--- src/hdl/vif_pkg.sv ---
package vif_pkg;

   // payload widths
   localparam int VALUE_W     = 63;
   localparam int WORK_W      = 64;
   localparam int STATUS_W    = 2;
   localparam int COUNT_OUT_W = 11;
   localparam int GRP_W       = 7;
   localparam int BYTE_W      = 8;

   // record length counter
   localparam int            REC_W      = 4;
   localparam logic [REC_W-1:0] MAX_RECORD = 4'd10;

   // default ring size
   localparam int RING_BYTES_DEF = 1024;

   // byte codes
   localparam logic [GRP_W-1:0]  GROUP_MASK    = 7'h7f;
   localparam logic [BYTE_W-1:0] BYTE_MORE     = 8'h80;
   localparam logic [BYTE_W-1:0] BYTE_ONES_END = 8'h7f;

   // commands
   localparam logic CMD_PUSH = 1'b0;
   localparam logic CMD_POP  = 1'b1;

   // status codes
   localparam logic [STATUS_W-1:0] ST_OK    = 2'd0;
   localparam logic [STATUS_W-1:0] ST_EMPTY = 2'd1;
   localparam logic [STATUS_W-1:0] ST_FULL  = 2'd2;

   // what the group unit reports about one 7-bit group
   typedef struct packed {
      logic [GRP_W-1:0] grp;
      logic             ends_zero;
      logic             ends_ones;
   } vif_group_type;

endpackage

--- src/hdl/vif_group_unit.sv ---
module vif_group_unit (
   input  logic [vif_pkg::WORK_W-1:0] work_value,
   output logic [vif_pkg::WORK_W-1:0] shifted_value,
   output vif_pkg::vif_group_type     info
);
   import vif_pkg::*;

   // arithmetic shift right by one group
   assign shifted_value = {{GRP_W{work_value[WORK_W-1]}}, work_value[WORK_W-1:GRP_W]};

   always_comb begin
      info.grp       = work_value[GRP_W-1:0];
      info.ends_zero = (shifted_value == '0) && (work_value[GRP_W-1:0] != GROUP_MASK);
      info.ends_ones = (shifted_value == '1);
   end

endmodule

--- config.mk ---
export PLATFORM = sky130hd
export DESIGN_NAME = vif_group_unit
export DESIGN_NICKNAME = d
export VERILOG_FILES = /design/src/hdl/vif_pkg.sv /design/src/hdl/vif_group_unit.sv
export SDC_FILE = /design/constraint.sdc
export NUM_CORES = 1
export LEC_CHECK = 0
export ABC_AREA = 1
export BUFFER_PORTS_ARGS = -buffer_cell sky130_fd_sc_hd__buf_2
export CAP_MARGIN = 20
export CORE_MARGIN = 2
export CORE_UTILIZATION = 35
export DETAILED_ROUTE_END_ITERATION = 8
export PLACE_DENSITY = 0.95
export SYNTH_ARGS = -nofsm -noshare
export SYNTH_HDL_FRONTEND = slang
export SYNTH_SLANG_ARGS = --single-unit
--- constraint.sdc ---
create_clock -name vclk -period 2.1
set_clock_uncertainty 0.1 [all_clocks]
set_input_delay 0.42 -clock vclk [all_inputs]
set_output_delay 0.42 -clock vclk [all_outputs]
set_load 0.02 [all_outputs]
# ---- Word level (Yosys, flattened, before mapping)
# Index checks and enable logic that the tools add are counted.
dict set report word_totals {
  reg_bits 0
  out_inout_bits 73
  wordCells 4
}
dict set report op_classes {
  n_eq_ne 2
  n_reduce_logical 2
}
# cell count
set ops {}
lappend ops {{$eq 64x64->1 const B} 1}
lappend ops {{$logic_not 64->1} 1}
lappend ops {{$ne 7x7->1 const B} 1}
lappend ops {{$logic_and 1x1->1} 1}

# ---- Depth between registers and ports, before layout
# Gate-level depths: netlist of run 1.
dict set report logic_depth {
  depth_word 2
  depth_mapped 7
  mapped_depth_nobuf 7
}

# ---- Worst setup path before layout of run 1
# Ideal clock, no wire load.
dict set report synth_path {
  path_type {in2out}
  startpoint {input port work_value[56] (netlist bit)}
  endpoint {output port info[1] (netlist bit)}
  t_arrival_ns 1.110
  required_time_ns 1.580
  slack_ns 0.470
  cell_stages 6
  path_buffers 0
  cell_sequence {or2_1 nor2_1 nand2_1 nor2_1 nand2_1 nor2_2}
}
# element line_no
set synth_rtl {}
lappend synth_rtl {{start, declared} vif_group_unit.sv:2} ;# input logic [vif_pkg::WORK_W-1:0] work_value,
lappend synth_rtl {{end, declared} vif_group_unit.sv:4} ;# output vif_pkg::vif_group_type info

==> run_results.csv, run 1 <==
group,metric,value,unit
outcome,outcome,"finished clean",
drt,postRouteWirelength,2.43,mm
global_route,grt_antenna_before_repair,0,
finish,drive_above_1_share,55.4,%
yosys,synth.top_cell.area_share,54.1,%
die,pin_count,137,
die,die-height,57.0,um
yosys,synth.top_cells.by_area,"sky130_fd_sc_hd__buf_4 54%, sky130_fd_sc_hd__nand2_1 17%, sky130_fd_sc_hd__nor2_1 16%, sky130_fd_sc_hd__inv_1 3.0%, sky130_fd_sc_hd__nor3_1 2.5%",
die,fp.coreArea,0.00271,mm^2
place,dp.cells,280,
drt,routed_wire_length_per_instance,8.69,um
finish,number_of_clock_buffers_in_the_layout,0,
place,port_buffers,137,
place,detailed_place_hpwl,2.32,mm
pwr,seq_power_share,0,%
die,full_die_area,0.00325,mm^2
yosys,ys_seq_area_share,0,%
sta,timing.slew.headroom,86.6,%
drt,detailedRoute.firstPassIterationCount,4,
yosys,syn-num-nets,247,
drt,route.detailed.vias_per_inst,4.23,
clock_tree,cts_repair_resize_count,0,
finish,layout-area-overhead-vs-synth,19.4,%
setup_path,max_stage_delay,0.22,ns
finish,register_area,0,um^2
sta,number_of_pins_exceeding_their_max_slew_limit_in_the_final_report,0,
setup_path,crit_type,"in2out",
drt,maxUsedRoutingLayer,"met3",
sta,totalNegativeSetupSlack,0,ns
yosys,cell_variety_after_synth,9,
sta,setup_violations,0,
finish,utilization,43.4,%
setup_path,crit_fanout,3,
pwr,power.clock.fraction,0,%
yosys,synthDominantAreaCellType,"sky130_fd_sc_hd__buf_4",
pwr,vdd_ir_drop_max,0.152,mV
setup_path,worst_setup_end_kind,"output port",
yosys,synth_warnings,0,
pwr,static-leakage-power,0.720,nW
finish,final_cell_count_no_fill,280,
global_route,grt_pass1_vias,982,
sta,rsz0062_at_grt,"no",
finish,fill_cells,294,
finish,antennaDiodeCount,0,
sta,period_needed,1.87,ns
global_route,maximum_number_of_pins_on_one_net_before_global_route_repair,11,
global_route,grtUsageTotal,13.1,%
drt,drt_antenna_net_count,0,
yosys,netlist_area,985,um^2
global_route,grt_overflow_total,0,
min_path,min_path_type,"in2out",
drt,met3_routed_wl,256,um
global_route,grt_pass1_wl,3.64,mm
clock_tree,postCtsSetupRepairBufs,0,
die,row_count,19,
setup_path,critical_path.n_buffers_inverters,2,
drt,drt_iter0_markers,20,
yosys,synth.avg_cell_area,5.38,um^2
setup_path,path_delay_family,"simple AND/OR/NAND/NOR gates",
clock_tree,ctsHoldBuffers,0,
drt,drt_drc_violations_left,0,
pwr,switching_share,62.1,%
die,initial_core_utilization,36.3,%
place,finalWeightedCongestion,0.706,
drt,sum_of_met2_wire_segment_lengths_after_detailed_routing,1.32,mm
sta,finalHoldViolations,0,
pwr,pwr-share-comb,100.0,%
drt,route.vias.total,1184,
finish,layout.sequential_cells,0,
sta,worstMarginPinSlew,0.200,ns
die,chipWidth,57.0,um
drt,wl_met1,853,um
setup_path,crit_slowest_cell,"sky130_fd_sc_hd__or2_1",
sta,min_period_over_period,89.3,%
job,max-cap-violations,0,
pwr,pwr_density_cell,238,mW/mm^2
pwr,internal-power,0.106,mW
setup_path,startpoint_type,"input pin",
finish,finish.net_count,315,
setup_path,critical_path_required,1.58,ns
yosys,synthesis.instances,183,
pwr,switchingPower,0.174,mW
pwr,finalPower,0.280,mW
setup_path,critical_path.cell_chain,"buf_2 > or2_1 > nor2_1 > nand2_1 > nor2_1 > nand2_1 > nor2_2 > buf_2",
setup_path,worst_ep_arrival_time,1.35,ns
sta,fmaxAchievable,533,MHz
## layout by cell type (no fill, tap or decap), drive strengths merged
master,synthesis,routed
buf,71,137
inv,8,8
nand2,44,44
nand3,4,4
nand4,3,3
nor2,44,44
nor3,5,5
or2,4,4
## area by class of cell
type / instances / area [um^2] / area share [%]
repair buffers: 137 / 686 / 58.3
multi-input cells: 104 / 422 / 35.9
well taps: 31 / 38.8 / 3.30
inverters: 8 / 30.0 / 2.55
## path summary, 6_finish.rpt
path / from / to / slack (ns) / depth (start not counted)
hold / removal: work_value[2] / info[4] / 0.97 / 2
setup / recovery: work_value[15] / info[1] / 0.23 / 8
## power by group through the flow
stage / sequential, mW / combinational [mW] / clock (mW)
4_1_cts: 0 / 0.283 / 0
3_5_place_dp: 0 / 0.282 / 0
3_3_place_gp: 0 / 0.278 / 0
2_1_floorplan: 0 / 0.230 / 0
5_1_grt: 0 / 0.305 / 0
6_report: 0 / 0.280 / 0
## metrics by stage
stage,setup slack (ns),hold WS [ns],area [um^2]
after CTS,0.175,0.972,1180
after floorplan,0.470,0.853,985
after global placement,0.200,0.972,1180
after global routing,0.112,0.981,1180
final,0.225,0.970,1180
after detailed placement,0.183,0.972,1180
## synth_stat cells
cell type and count:
sky130_fd_sc_hd__nand4_1 3, sky130_fd_sc_hd__nor2_1 43, sky130_fd_sc_hd__nor2_2 1, sky130_fd_sc_hd__or2_1 4, sky130_fd_sc_hd__nand2_1 44, sky130_fd_sc_hd__buf_4 71
sky130_fd_sc_hd__nand3_1 4, sky130_fd_sc_hd__nor3_1 5, sky130_fd_sc_hd__inv_1 8
## routing by layer
layer | vias to the layer above | GRT usage, %
met2 | 76 | 29.7
met1 | 485 | 13.6
met3 | 0 | 0
met5 | - | 0
met4 | 0 | 0
li1 | 623 | -
## cell families after synthesis
group / count (synthesis) / share of synthesized area, %
buf+inv: 79 / 57.2
simple gates: 104 / 42.8
Power figures use the tool's default switching activity.
==> run 2: changes to the inputs <==
RECOVER_POWER = 100   (was not set)
==> run 2 against run 1 <==
  * Via count unchanged
  * Power decreased by 6.1%
  * Final cell count unchanged
  * Setup slack got worse by 0.0080 ns
  * Critical path depth unchanged
  * Combinational power decreased by 6%
  * Utilization decreased by 3.3 points
  * Final area decreased by 7.7%
  * Clock-buffer cell count unchanged
  * First-iteration DRC count increased by 25%
  * Critical endpoint unchanged
  * Largest cell class unchanged
==> run_results.csv, run 2 (synthesized netlist as in run 1, its figures left out) <==
group,metric,value,unit
outcome,outcome,"finished clean",
finish,antennaDiodeCount,0,
finish,layout_commonest_cell,"sky130_fd_sc_hd__clkbuf_1",
place,detailed_place.area,0.00118,mm^2
sta,finalHoldViolations,0,
die,die-height,57.0,um
clock_tree,cts_repair_resize_count,0,
sta,number_of_pins_exceeding_their_max_slew_limit_in_the_final_report,0,
finish,finish.net_count,315,
setup_path,worst_setup_end_kind,"output port",
die,chipWidth,57.0,um
finish,register_area,0,um^2
min_path,timing.hold.worst.start,"work_value[2]",
finish,final_design_area_no_fill,0.00109,mm^2
place,port_buffers,137,
finish,final_cell_count_no_fill,280,
finish,most_frequent_cells_in_the_layout,"72 x sky130_fd_sc_hd__clkbuf_1, 64 x sky130_fd_sc_hd__buf_2, 44 x sky130_fd_sc_hd__nand2_1, 43 x sky130_fd_sc_hd__nor2_1, 8 x sky130_fd_sc_hd__inv_1",
pwr,vdd_ir_drop_max,0.140,mV
setup_path,crit_type,"in2out",
job,max-cap-violations,0,
global_route,grt_pass1_vias,982,
place,finalWeightedCongestion,0.706,
finish,layout-area-overhead-vs-synth,10.3,%
sta,timing.slew.headroom,80.9,%
die,pin_count,137,
sta,rsz0062_at_grt,"no",
place,detailed_place_hpwl,2.32,mm
pwr,finalPower,0.263,mW
sta,setup_violations,0,
sta,worstMarginPinSlew,0.288,ns
finish,layout.sequential_cells,0,
min_path,number_of_stages_on_the_worst_hold_path,2,
die,row_count,19,
drt,drt_iter0_markers,25,
pwr,static-leakage-power,0.519,nW
drt,postRouteWirelength,2.48,mm
drt,detailedRoute.firstPassIterationCount,4,
min_path,min_path_type,"in2out",
finish,number_of_clock_buffers_in_the_layout,0,
global_route,grt_overflow_total,0,
sta,hold_ws,0.999,ns
die,full_die_area,0.00325,mm^2
finish,drive_above_1_share,26.5,%
setup_path,critical_path_required,1.58,ns
drt,drt_antenna_net_count,0,
drt,route.vias.total,1184,
sta,min_period_over_period,89.7,%
sta,fmaxAchievable,531,MHz
sta,totalNegativeSetupSlack,0,ns
setup_path,crit_fanout,3,
min_path,timing.hold.worst_endpoint,"info[4]",
setup_path,startpoint_type,"input pin",
place,dp.cells,280,
finish,fill_cells,348,
setup_path,worst_ep_arrival_time,1.36,ns
pwr,pwr_density_cell,242,mW/mm^2
finish,utilization,40.1,%
clock_tree,ctsHoldBuffers,0,
global_route,grtUsageTotal,13.1,%
die,fp.coreArea,0.00271,mm^2
place,pre_cts_slack,0.183,ns
global_route,grt_antenna_before_repair,0,
global_route,grt_pass1_wl,3.64,mm
sta,worst_slack,0.217,ns
drt,route.detailed.vias_per_inst,4.23,
drt,drt_drc_violations_left,0,
drt,routed_wire_length_per_instance,8.84,um
sta,period_needed,1.88,ns
clock_tree,postCtsSetupRepairBufs,0,
global_route,maximum_number_of_pins_on_one_net_before_global_route_repair,11,
die,initial_core_utilization,36.3,%
run 2: report_power, final:
| group | switching, mW | total [mW] | leakage (nW) | internal (mW) |
|---|---|---|---|---|
| Clock | 0 | 0 | 0 | 0 |
| Combinational | 0.177 | 0.263 | 0.519 | 0.0861 |
| Sequential | 0 | 0 | 0 | 0 |
| Total | 0.177 | 0.263 | 0.519 | 0.0861 |
run 2: worst max-delay path by stage:
stage / startpoint / end / slack (ns) / cells past startpoint
2_1_floorplan: work_value[56] / info[1] / 0.47 / 6
3_3_place_gp: work_value[15] / info[1] / 0.20 / 8
3_5_place_dp: work_value[15] / info[1] / 0.18 / 8
4_1_cts: work_value[15] / info[1] / 0.17 / 8
5_1_grt: work_value[20] / info[0] / 0.08 / 8
6_report: work_value[15] / info[1] / 0.22 / 8
run 2: cell type report:
type                            instances  area [um^2]  area share (%)
Timing Repair Buffer                  137          596            54.8
Multi-Input combinational cell        104          422            38.8
Tap cell                               31         38.8            3.57
Inverter                                8         30.0            2.76
run 2: critical path, cell delays in order:
cell                       delay (ns)
sky130_fd_sc_hd__buf_2           0.11
sky130_fd_sc_hd__or2_1           0.22
sky130_fd_sc_hd__nor2_1          0.11
sky130_fd_sc_hd__nand2_1         0.06
sky130_fd_sc_hd__nor2_1          0.12
sky130_fd_sc_hd__nand2_1         0.09
sky130_fd_sc_hd__nor2_2          0.07
sky130_fd_sc_hd__clkbuf_2        0.17
run 2: layer usage:
layer / share of wire, % / GRT usage (%) / vias to the layer above
li1: - / - / 620
met3: 11 / 0 / 0
met1: 36 / 13.6 / 490
met2: 54 / 29.7 / 74
met4: 0 / 0 / 0
met5: 0 / 0 / -
